File: src/design/gng_pkg.sv
// ----------------------------------------------------------------------------
// gng_pkg
// Shared types, constants and helper functions for the Gaussian noise
// generator: register indexes, generator constants and the Taylor table.
// ----------------------------------------------------------------------------
package gng_pkg;

  // Fraction bits of the mean, deviation and sample formats.
  localparam int FRAC_BITS = 16;

  // Field widths.
  localparam int STATE_W = 31;
  localparam int MEAN_W  = 24;
  localparam int STD_W   = 23;
  localparam int CFG_W   = 31;
  localparam int CFG_IW  = 2;

  // Configuration register indexes.
  localparam logic [CFG_IW-1:0] CFG_SEED = 2'd0;
  localparam logic [CFG_IW-1:0] CFG_MEAN = 2'd1;
  localparam logic [CFG_IW-1:0] CFG_STD  = 2'd2;

  // Reset values of the registers.
  localparam logic [STATE_W-1:0] SEED_RESET = 31'd1;
  localparam logic [STD_W-1:0]   STD_RESET  = STD_W'(64'd1 << FRAC_BITS);

  // Generator and transform constants.
  localparam logic [14:0] LCG_MUL   = 15'd16807;
  localparam logic [30:0] LCG_MOD   = 31'h7FFFFFFF;
  localparam logic [28:0] LN2X2_Q28 = 29'd372130559;
  localparam logic [31:0] PI_Q30    = 32'd3373259426;
  localparam logic [30:0] ONE_Q30   = 31'd1073741824;

  // Queue between the front and the back.
  localparam int FIFO_DEPTH = 4;
  localparam int FIFO_AW    = 2;

  typedef logic [STATE_W-1:0] state_t;

  // The two uniforms of one draw.
  typedef struct packed {
    state_t u1;
    state_t u2;
  } pair_t;

  // One Park-Miller step: x * 16807 mod (2^31 - 1).
  function automatic state_t lcg_next(state_t x);
    logic [45:0] p;
    logic [31:0] r;
    p = 46'(x) * 46'(LCG_MUL);
    r = {1'b0, p[30:0]} + {17'b0, p[45:31]};
    if (r >= {1'b0, LCG_MOD}) begin
      r = r - {1'b0, LCG_MOD};
    end
    return r[30:0];
  endfunction

  // Denominators of the nested cosine and sine Taylor forms.
  function automatic logic [7:0] taylor_den(logic sin_sel, logic [2:0] k);
    logic [7:0] d;
    case ({sin_sel, k})
      4'b0000: d = 8'd132;
      4'b0001: d = 8'd90;
      4'b0010: d = 8'd56;
      4'b0011: d = 8'd30;
      4'b0100: d = 8'd12;
      4'b0101: d = 8'd2;
      4'b1000: d = 8'd156;
      4'b1001: d = 8'd110;
      4'b1010: d = 8'd72;
      4'b1011: d = 8'd42;
      4'b1100: d = 8'd20;
      4'b1101: d = 8'd6;
      default: d = 8'd1;
    endcase
    return d;
  endfunction

endpackage

File: src/design/gng_fifo.sv
// ----------------------------------------------------------------------------
// gng_fifo
// Short queue of uniform pairs between the front and the back.
// ----------------------------------------------------------------------------
module gng_fifo (
  input  logic           clk,
  input  logic           rst_n,
  input  logic           push,
  input  gng_pkg::pair_t push_data,
  input  logic           pop,
  output gng_pkg::pair_t pop_data,
  output logic           full,
  output logic           empty
);

  gng_pkg::pair_t               mem_r [gng_pkg::FIFO_DEPTH];
  logic [gng_pkg::FIFO_AW-1:0]  wp_r, rp_r;
  logic [gng_pkg::FIFO_AW:0]    cnt_r;

  assign full     = (cnt_r == (gng_pkg::FIFO_AW+1)'(gng_pkg::FIFO_DEPTH));
  assign empty    = (cnt_r == '0);
  assign pop_data = mem_r[rp_r];

  // Pointers and fill count.
  always_ff @(posedge clk) begin
    if (!rst_n) begin
      wp_r  <= '0;
      rp_r  <= '0;
      cnt_r <= '0;
    end else begin
      if (push) begin
        wp_r <= wp_r + 1'b1;
      end
      if (pop) begin
        rp_r <= rp_r + 1'b1;
      end
      if (push && !pop) begin
        cnt_r <= cnt_r + 1'b1;
      end else if (pop && !push) begin
        cnt_r <= cnt_r - 1'b1;
      end
    end
  end

  // Entry storage.
  always_ff @(posedge clk) begin
    if (push) begin
      mem_r[wp_r] <= push_data;
    end
  end

endmodule

File: config.mk
export PLATFORM = sky130hd
export DESIGN_NAME = gng_fifo
export DESIGN_NICKNAME = d
export VERILOG_FILES = /design/src/design/gng_pkg.sv /design/src/design/gng_fifo.sv
export SDC_FILE = /design/constraint.sdc
export NUM_CORES = 1
export LEC_CHECK = 0
export ABC_AREA = 0
export BUFFER_PORTS_ARGS = -buffer_cell sky130_fd_sc_hd__buf_2
export CAP_MARGIN = 20
export CORE_MARGIN = 8
export CORE_UTILIZATION = 45
export CTS_BUF_LIST = sky130_fd_sc_hd__clkbuf_4
export DETAILED_ROUTE_END_ITERATION = 7
export PLACE_DENSITY_LB_ADDON = 0.2
export SETUP_SLACK_MARGIN = 0.02
export SYNTH_ARGS = -nofsm -noshare
export SYNTH_HDL_FRONTEND = slang
export SYNTH_SLANG_ARGS = --single-unit
File: constraint.sdc
create_clock -name clk -period 6.1 [get_ports clk]
set_clock_uncertainty 0.2 [all_clocks]
set_input_delay 0 -clock clk [delete_from_list [all_inputs] [get_ports clk]]
set_output_delay 0 -clock clk [all_outputs]
set_load 0.005 [all_outputs]
After elaboration in Yosys (flattened, before gate mapping)
Memory sizes are Yosys's and may differ from the RTL's. A register that Yosys moved wholly into a read port is not among the register bits. Index checks and enable logic that the tools add are counted. Widths: inputs -> output; s select.

Flip-flop bits (word level): 7. Input bits: 66. Memory bits (writable): 248. Output and inout port bits: 64. Memories: 1.

Memories: mem_r (words 4, bits a word 62, rd ports 1, clocked after memory_dff 1, write ports 1, RTL line gng_fifo.sv:16) `gng_pkg::pair_t mem_r [gng_pkg::FIFO_DEPTH];`.

Mux-type cells: 6. Eq/ne operators: 1. Reductions and logical operators: 6. $add $sub $neg: 4.

Operators with widths (count): $mux 3 (2); $add 2x1->2 const B (2); $mux 2 (2); $add 3x1->3 const B (1); $eq 3x3->1 const B (1); $logic_not 3->1 (1); $sub 3x1->3 const B (1); $logic_and 1x1->1 (2); $logic_not 1->1 (2); $mux 1 (2); $reduce_bool 2->1 (1).

Depth between registers and ports, before layout
Depth after elaboration: 4. Depth in mapped cells: 7.

Least setup slack after synthesis
OpenSTA, ideal clock, no wires.

Kind: register to register. Start: register wp_r[0] (netlist name). End: memory mem_r[0][0] (netlist name), enable pin. Period minus slack after synthesis: 2.628 ns. Arrival time: 2.001 ns. Setup time: 0.426 ns. Data required time: 5.474 ns. Stages on the path, launching flop included: 4. Slack: 3.472 ns. Buffers on the path: 0. Cell sequence: dfxtp_1 > inv_1 > ha_1 > and2_1.

RTL lines: from (decl) (RTL line gng_fifo.sv:17) `logic [gng_pkg::FIFO_AW-1:0] wp_r, rp_r;`; from (signal assigned) (RTL line gng_fifo.sv:32) `wp_r <= wp_r + 1'b1;`; to (decl) (RTL line gng_fifo.sv:16).

No word-level cell before the write port.

==> impl_metrics.toml <==
[layout]
layout.cells.non_filler = 995
area_growth_syn_to_layout_pct = 30.9
fill_cells = 1590
drive_gt1_share_pct = 40.6
nNetsFinal = 747

[synthesis]
synth_cell_types = 22
synth-main-ff-cell = "edfxtp_1"
synth_edf_count = 248
ys_seq_area_share_pct = 80.6
synthCells = 367
synthArstFlopShare_pct = 0
yosys_warnings = 0
synth_nets = 439
ys_ff_latch = 257
synth.avg_cell_area_um2 = 25.8
netlist_area_mm2 = 0.00946

[clock_tree]
cts_resized = 0
tritoncts = "yes"
insertion_delay_ps = 640
cts_buffers = 61
post-cts-setup-buffers = 0
clock-root-buffer = "clkbuf_4"
cts.clk_slew.worst_paths_ps = 60
clk_path_buf_depth = 3
htree_levels = 2
cts.sinks = 257
hold_buffers = 129

[timing]
final.min_clock_period_ps = 3040
worstMarginPinSlew_ps = 1030
setup_tns_ps = 0
max_clock_freq_mhz = 329
rsz0062_at_grt = "no"
setup_viol_count_final = 0
relSlewSlack_pct = 31.2
hold_viol_final = 0
post-route-period-util_pct = 49.9
slew_viol_final = 0

[route]
drtIter0Drc = 243
drc = 0
wl_mm = 18.1
antenna_left = 0
vias = 4820
drt_first_pass_iters = 4
post_drt_wl_per_cell_um = 18.2
via_per_inst = 4.84

[place]
dp_hpwl_mm = 9.61
dp_cells = 758
portBuffers = 129
place.gp.congestion = 0.656

[worst_setup_path]
worstPathMaxFanout = 32
cp.required_ps = 5900
worstSetupEndpointType = "primary output"
cp_data_arrival_time_ps = 2840
critPathKind = "register to primary output"
critPathLaunchType = "register"

[power_and_ir_drop]
leakagePower_nw = 4.36
ir_drop_mv = 0.166
p_per_area_mw_per_mm2 = 307

[global_route]
grt_pass1_wl_mm = 28.9
grt_usage_pct = 14.2
antenna_found_initial = 1
grt_max_degree = 63
grt_pass1_vias = 5532
grt_overflow = 0

[die]
start_util_pct = 45.4
die_height_um = 161
die_w_um = 161
ioPinCount = 130
die-area_mm2 = 0.0259
rows = 53
core_area_mm2 = 0.0208

[worst_hold_path]
hp-class = "primary input to register"

[job]
drv_cap = 0

[outcome]
status = "finished clean"
-- layer usage --
metal	up-vias	share of wire, %	global-route usage [%]
met2	118	52	24.4
met1	2462	41	16.5
met3	25	5.9	4.61
met4	0	1.4	4.88
li1	2215	-	-
met5	-	0	0
-- per-stage QoR --
step                      setup slack (ps)  cell area (um2)  power [mW]  utilization, %  hold slack [ps]
after floorplan                       3470             9460        2.29               -             -101
after global placement                3560            10300        2.43            49.5             9.28
after detailed placement              3580            10300        2.44            49.5             16.6
after CTS                             2850            12400        3.87            59.5             14.7
after global routing                  2740            12400        3.98            59.5             52.1
final                                 3060            12400        3.81            59.5             89.7
-- sequential cells by signal, indices dropped and copies added, names as in the netlist, named ones only --
register and count:
rp_r 2, mem_r 248, wp_r 2, cnt_r 3
-- cell usage in the layout, fill, tap and decap left out --
master,synthesis,final
bufinv_16,0,1
fa_1,1,1
or3_1,1,1
ha_1,5,5
clkinv_1,0,11
diode_2,0,1
clkbuf_4,0,93
buf_2,6,129
nor2b_1,2,2
a21boi_0,1,1
dfxtp_4,0,2
xor2_1,3,3
dlygate4sd3_1,0,129
and2_4,0,4
o21ai_0,1,1
inv_1,4,4
mux2i_1,2,2
nand2_1,1,1
clkinv_2,0,2
dfxtp_1,9,7
buf_4,0,1
nor3b_1,1,1
xnor2_1,2,2
edfxtp_1,248,248
mux4_2,60,60
nor3_1,1,1
and2_1,9,5
mux4_1,2,2
-- report_power, final --
| part | switching, mW | internal (mW) |
|---|---|---|
| Combinational | 0.160 | 0.219 |
| Sequential | 0.0476 | 2.03 |
| Clock | 0.623 | 0.732 |
| Total | 0.830 | 2.98 |
-- Yosys cell counts, types with 2 or more instances --
cell        n  area (um2)
mux4_2     60        1350
buf_12      6         120
mux2i_1     2        20.0
ha_1        5        62.6
nor2b_1     2        12.5
dfxtp_1     9         180
mux4_1      2        52.6
inv_1       4        15.0
buf_2       6        30.0
and2_1      9        56.3
xnor2_1     2        17.5
xor2_1      3        26.3
edfxtp_1  248        7450
-- cell type report --
| type | instances | area, um2 | share of cell area, % |
|---|---|---|---|
| Sequential cell | 257 | 7630 | 61.6 |
| Timing Repair Buffer | 259 | 1940 | 15.7 |
| Multi-Input combinational cell | 92 | 1660 | 13.4 |
| Clock buffer | 93 | 698 | 5.64 |
| Tap cell | 275 | 344 | 2.78 |
| Clock inverter | 14 | 81.3 | 0.657 |
| Inverter | 4 | 15.0 | 0.121 |
| Antenna cell | 1 | 2.50 | 0.0202 |
-- worst max-delay path, cell delays in order, from the launching register on --
cell and delay [ps]:
dfxtp_4 780, buf_4 660, mux4_2 610, buf_2 150
-- kinds of logic (layout without fill, tap and decap cells) --
logic type               after synthesis  in the layout  share of synthesized area [%]
adder cells (fa/ha/maj)                6              6                          0.873
flip-flops                           257            257                           80.6
AND/OR/NAND/NOR                       15             15                          0.965
AO/OA/AOI/OAI                          2              2                          0.132
buffers and inverters                 18            370                           1.90
multiplexers                          64             64                           15.0
XOR/XNOR                               5              5                          0.463
other                                  0              1                              0
-- worst paths after layout --
| kind | from | to | slack, ps | cells past startpoint |
|---|---|---|---|---|
| hold / removal | pop | register | 90 | 4 |
| setup / recovery | register | pop_data[0] | 3060 | 3 |
| setup reg to reg | wp_r[0] | mem_r[2][27] | 4040 | 3 |
| hold reg to reg | cnt_r[2] | cnt_r[2] | 330 | 2 |
Note: power is estimated with default switching activity, not from simulation.
