## src/design/gng_pkg.sv

```systemverilog
// ----------------------------------------------------------------------------
// gng_pkg
// Shared types, constants and helper functions for the Gaussian noise
// generator: register indexes, generator constants and the Taylor table.
// ----------------------------------------------------------------------------
package gng_pkg;

  // Fraction bits of the mean, deviation and sample formats.
  localparam int FRAC_BITS = 16;

  // Field widths.
  localparam int STATE_W = 31;
  localparam int MEAN_W  = 24;
  localparam int STD_W   = 23;
  localparam int CFG_W   = 31;
  localparam int CFG_IW  = 2;

  // Configuration register indexes.
  localparam logic [CFG_IW-1:0] CFG_SEED = 2'd0;
  localparam logic [CFG_IW-1:0] CFG_MEAN = 2'd1;
  localparam logic [CFG_IW-1:0] CFG_STD  = 2'd2;

  // Reset values of the registers.
  localparam logic [STATE_W-1:0] SEED_RESET = 31'd1;
  localparam logic [STD_W-1:0]   STD_RESET  = STD_W'(64'd1 << FRAC_BITS);

  // Generator and transform constants.
  localparam logic [14:0] LCG_MUL   = 15'd16807;
  localparam logic [30:0] LCG_MOD   = 31'h7FFFFFFF;
  localparam logic [28:0] LN2X2_Q28 = 29'd372130559;
  localparam logic [31:0] PI_Q30    = 32'd3373259426;
  localparam logic [30:0] ONE_Q30   = 31'd1073741824;

  // Queue between the front and the back.
  localparam int FIFO_DEPTH = 4;
  localparam int FIFO_AW    = 2;

  typedef logic [STATE_W-1:0] state_t;

  // The two uniforms of one draw.
  typedef struct packed {
    state_t u1;
    state_t u2;
  } pair_t;

  // One Park-Miller step: x * 16807 mod (2^31 - 1).
  function automatic state_t lcg_next(state_t x);
    logic [45:0] p;
    logic [31:0] r;
    p = 46'(x) * 46'(LCG_MUL);
    r = {1'b0, p[30:0]} + {17'b0, p[45:31]};
    if (r >= {1'b0, LCG_MOD}) begin
      r = r - {1'b0, LCG_MOD};
    end
    return r[30:0];
  endfunction

  // Denominators of the nested cosine and sine Taylor forms.
  function automatic logic [7:0] taylor_den(logic sin_sel, logic [2:0] k);
    logic [7:0] d;
    case ({sin_sel, k})
      4'b0000: d = 8'd132;
      4'b0001: d = 8'd90;
      4'b0010: d = 8'd56;
      4'b0011: d = 8'd30;
      4'b0100: d = 8'd12;
      4'b0101: d = 8'd2;
      4'b1000: d = 8'd156;
      4'b1001: d = 8'd110;
      4'b1010: d = 8'd72;
      4'b1011: d = 8'd42;
      4'b1100: d = 8'd20;
      4'b1101: d = 8'd6;
      default: d = 8'd1;
    endcase
    return d;
  endfunction

endpackage

```

## src/design/gng_front.sv

```systemverilog
// ----------------------------------------------------------------------------
// gng_front
// Accepts draw items, drops empty ones, steps the generator twice for each
// real draw and pushes the two uniforms into the queue.
// ----------------------------------------------------------------------------
module gng_front (
  input  logic            clk,
  input  logic            rst_n,
  input  logic            in_valid,
  input  logic            in_draw,
  output logic            in_ready,
  input  logic            seed_load,
  input  gng_pkg::state_t seed_val,
  input  logic            fifo_full,
  output logic            push,
  output gng_pkg::pair_t  push_data
);

  localparam logic [1:0] F_IDLE = 2'd0;
  localparam logic [1:0] F_U1   = 2'd1;
  localparam logic [1:0] F_U2   = 2'd2;

  logic [1:0]      st_r, st_nxt;
  gng_pkg::state_t state_r, state_nxt;
  gng_pkg::state_t u1_r, u1_nxt;
  gng_pkg::state_t u2;

  assign in_ready = (st_r == F_IDLE) && !fifo_full;
  assign u2       = gng_pkg::lcg_next(u1_r);

  // Two generator steps, then a push; in idle a seed write loads the state.
  always_comb begin
    st_nxt    = st_r;
    state_nxt = state_r;
    u1_nxt    = u1_r;
    push      = 1'b0;
    push_data = '{u1: u1_r, u2: u2};
    case (st_r)
      F_IDLE: begin
        if (in_valid && in_ready && in_draw) begin
          st_nxt = F_U1;
        end
        if (seed_load) begin
          if (seed_val == '0 || seed_val == gng_pkg::LCG_MOD) begin
            state_nxt = gng_pkg::SEED_RESET;
          end else begin
            state_nxt = seed_val;
          end
        end
      end
      F_U1: begin
        u1_nxt = gng_pkg::lcg_next(state_r);
        st_nxt = F_U2;
      end
      F_U2: begin
        state_nxt = u2;
        push      = 1'b1;
        st_nxt    = F_IDLE;
      end
      default: st_nxt = F_IDLE;
    endcase
  end

  always_ff @(posedge clk) begin
    if (!rst_n) begin
      st_r    <= F_IDLE;
      state_r <= gng_pkg::SEED_RESET;
    end else begin
      st_r    <= st_nxt;
      state_r <= state_nxt;
    end
    u1_r <= u1_nxt;
  end

endmodule

```

## config.mk

```make
export PLATFORM = sky130hd
export DESIGN_NAME = gng_front
export DESIGN_NICKNAME = d
export VERILOG_FILES = /design/src/design/gng_pkg.sv /design/src/design/gng_front.sv
export SDC_FILE = /design/constraint.sdc
export NUM_CORES = 1
export LEC_CHECK = 0
export ABC_CLOCK_PERIOD_IN_PS = 14110
export BUFFER_PORTS_ARGS = -buffer_cell sky130_fd_sc_hd__buf_2
export CAP_MARGIN = 20
export CELL_PAD_IN_SITES_DETAIL_PLACEMENT = 0
export CELL_PAD_IN_SITES_GLOBAL_PLACEMENT = 1
export CORE_UTILIZATION = 40
export DETAILED_ROUTE_END_ITERATION = 8
export PLACE_DENSITY_LB_ADDON = 0.05
export SYNTH_ARGS = -nofsm -noshare
export SYNTH_HDL_FRONTEND = slang
export SYNTH_SLANG_ARGS = --single-unit
```

## constraint.sdc

```tcl
create_clock -name clk -period 14.11 [get_ports clk]
set_input_delay 2.822 -clock clk [delete_from_list [all_inputs] [get_ports clk]]
set_output_delay 2.822 -clock clk [all_outputs]
set_load 0.03 [all_outputs]
```

Word-level counts from Yosys, hierarchy flattened
Cells that the tools add are included.
- flip-flop bits (word level): 64
- bits in latches: 0
- bits in writable memories: 0
- bits in read-only memories: 0
- output and inout port bits: 64
- memories: 0
- $add $sub $neg: 4
- multiply operators: 2
- divide/modulo/power cells: 0
- $lt $le $gt $ge: 2
- eq/ne operators: 5
- shifts and indexed selects: 0
- multiplexer cells: 8
- bitwise logic cells: 0
- reductions and logical operators: 9
- operators with widths (operator ; count):
    two-way mux 31 bit ; 4
    multiplier 31 x 15 -> 46 bit, second input constant ; 2
    adder 31 x 15 -> 32 bit ; 2
    >= comparator 32 x 31 -> 1 bit, second input constant ; 2
    case mux 31 bit (2 select lines) ; 1
    subtractor 31 bit, second input constant ; 2
    == test 31 bit, second input constant ; 1
    logical NOT 31 bit ; 1
    case mux 2 bit (2 select lines) ; 1
    logical AND 1 bit ; 3
    == test 2 x 1 -> 1 bit, second input constant ; 1
    == test 2 bit, second input constant ; 1
    logical NOT 2 bit ; 1
    two-way mux 2 bit ; 1
    != test 2 x 1 -> 1 bit, second input constant ; 1
    != test 2 bit, second input constant ; 1
    AND reduction 2 bit ; 1
    nonzero test 2 bit ; 1
    logical NOT 1 bit ; 1
    logical OR 1 bit ; 1
    two-way mux 1 bit ; 1

Longest topological paths before layout
- word-level depth: 6
- depth in mapped cells: 43

Least setup slack after synthesis
No wires, ideal clock.
- path kind: reg-to-output
- start point: reg u1_r[13]
- end point: out push_data[3] in the netlist's numbering
- arrival time: 10.328 ns
- data required time: 11.288 ns
- path slack: 0.960 ns
- cell stages (with the launch flop): 40
- buffers on the path: 2
- cells stage by stage: edfxtp_1 > inv_1 > fa_1 > inv_1 > ha_1 > inv_1 > fa_1 > fa_1 > inv_1 > fa_1 > fa_1 > ha_1 > buf_2 > nand4_1 > a2111oi_2 > o21ai_0 > a2111oi_0 > o21a_1 > [4 not listed] > o21ai_0 > a2111oi_0 > nor3_1 > xnor2_1 > ha_1 > inv_1 > or4_1 > a211oi_1 > a311oi_1 > nor4_1 > o211ai_1 > or4_1 > mux2i_1 > o22a_1 > and2_1 > buf_6 > o21ai_1 > xnor2_1
- RTL lines (item ; RTL line ; source):
    start: declaration ; gng_front.sv:25 ; gng_pkg::state_t u1_r, u1_nxt;
    start signal: assignment ; gng_front.sv:72 ; u1_r <= u1_nxt;
    end: declaration ; gng_front.sv:16 ; output gng_pkg::pair_t push_data

==> results.toml <==
[synthesis]
synth_area_um2 = 21590
yosys_warnings = 0
synth.avg_cell_area_um2 = 8.700
synth_cell_types = 95
netlist.area_leader.share = 0.2485
yosysSeqAreaShare = 0.07370
synth_top_cells_by_area = "fa_1 (25%), ha_1 (24%), inv_1 (9.5%)"
synth_edf_count = 31
synthArstFlopShare = 0
synth-seq-cells = 64
synth_ff_type = "dfxtp_1"
synthCells = 2482
synth_common_cells = "inv_1 (547), ha_1 (406), fa_1 (268), nor2_1 (131), nand2_1 (107)"
syn_nets = 3193
synth.most_common_cell = "inv_1"
yosysTopAreaCell = "fa_1"

[critical_path]
crit_arrival_ns = 10.84
path_class = "reg -> out"
rr_worst_depth = 37
cp-end-kind = "output port"
worst-path-max-fanout = 12
cp.required_ns = 11.29
cp-start-kind = "flop"
critical_path.max_stage_delay_ns = 0.56
r2r_setup_slack_ns = 2.10
crit_slowest_cell = "fa_1"

[placed_design]
portBuffers = 100
dpl.hpwl_mm = 60.38
routabilityCongestion = 0.9342

[finish]
utilization = 0.4481
diodes = 0
final_net_count = 3326
drive_gt1_frac = 0.09580
area_growth_pct = 9.908

[timing]
finalClockSkew_ns = 0.01577
fmax_mhz = 73.21
drv_slew = 0
period_share = 0.9680
setup-violations-final = 0
slew_headroom = 0.3102
rsz0062_at_grt = "no"
tightest_slew_ns = 1.029
finalHoldViolations = 0
fin_crit_ns = 13.66

[routing]
viasPerCell = 5.400
drt_first_iter_violations = 892
dr.pass1.iters = 6
ant_nets = 0
routedWlPerCell_um = 20.82
routed_wl_mm = 68.87
drc = 0
vias = 17860

[floorplanning]
rows = 84
dieArea_um2 = 54920
initial_utilization = 0.4077
core-area_um2 = 52970
io-pin-count = 101
die_h_um = 234.4
die_x_um = 234.4

[clocking]
cts_sinks = 64
root_buffer = "clkbuf_16"
clk_latency_ns = 0.38
htreeDepth = 3
cts_buffers = 9
cts_tree = "built"
holdBufCountCts = 0
clockBufferDepth = 2
path_clk_slew_ns = 0.06

[flow_run]
maxCapViolations = 0

[global_route]
grt_pass1_wl_mm = 106.5
grt_max_degree = 33
grt_pass1_vias = 18540
grt_usage = 0.2586
antenna_found_initial = 1
overflow = 0

[min_path]
holdCritPathClass = "reg -> reg"
holdPathStages = 2

[run_status]
status = "completed"
cell families after synthesis:
kind of cell	synth area share
adders and majority gates	0.4837
buffers and inverters	0.1030
and+or+nand+nor	0.1393
AOI/OAI and AO/OA	0.1391
xor gates and xnor gates	0.05719
DFF	0.07370
muxes	0.003940
sequential cells by signal, indices dropped and copies added (netlist names):
name     flops
state_r     31
st_r         2
u1_r        31
final cells by class:
| type | instances | area (µm²) |
|---|---|---|
| Multi-Input combinational cell | 1830 | 17920 |
| Tap cell | 688 | 860.8 |
| Timing Repair Buffer | 163 | 978.4 |
| Inverter | 547 | 2053 |
| Clock inverter | 5 | 61.31 |
| Fill cell | 5348 | 29240 |
| Clock buffer | 11 | 264.0 |
| Sequential cell | 64 | 1592 |
what timing repair did:
action / 4_1_cts / 5_1_grt
setup endpoints to repair: 30 / 31
buffers inserted: 9 / 10
resized for setup: 5 / 31
pin swaps: 0 / 9
layer usage:
metal,part of all wire,track usage,up-vias
met5,0,0,-
met4,0.025,0.07177,0
met3,0.022,0.01787,83
li1,-,-,8612
met2,0.52,0.4806,320
met1,0.43,0.3184,8849
critical path, delay by kind of cell, from the launching register on:
kind                     cells  cell delay (ns)
flip-flops                   1             0.38
AND/OR/NAND/NOR              5             1.61
AO/OA/AOI/OAI               16             3.38
XOR/XNOR                     2             0.43
adder cells (fa/ha/maj)      8             3.59
multiplexers                 1             0.17
buffers and inverters        7             0.88
layout by cell type, fill, tap and decap left out, types with 46 or more instances in the layout:
master and count:
a21oi_1 100, buf_2 99, buf_4 60, fa_1 268, ha_1 401, inv_1 546
nand2_1 107, nand3_1 52, nor2_1 131, o21ai_0 73, xnor2_1 92, xor2_1 46
metrics by stage:
step / std cells / TNS [ns] / setup WS, ns / hold slack (ns) / cell area, µm²
global route: 3308 / 0 / 0.003071 / 0.7420 / 23730
CTS: 3296 / 0 / 0.02099 / 0.7021 / 23530
floorplan: 2482 / 0 / 0.9596 / 0.5522 / 21590
detailed placement: 3271 / -0.1275 / -0.06982 / 0.6903 / 23110
finish: 3308 / 0 / 0.4514 / 0.7135 / 23730
global placement: 3270 / 0 / 0.1440 / 0.6746 / 23100
path summary, 6_finish.rpt:
check | startpoint | end
min reg2reg | st_r[0] | st_r[0]
max | u1_r[20] | push_data[6]
max reg2reg | state_r[12] | u1_r[8]
min | st_r[0] | st_r[0]
Power is not shown: default switching activity piles up to over one toggle a cycle in this logic, so the estimate is an artifact.
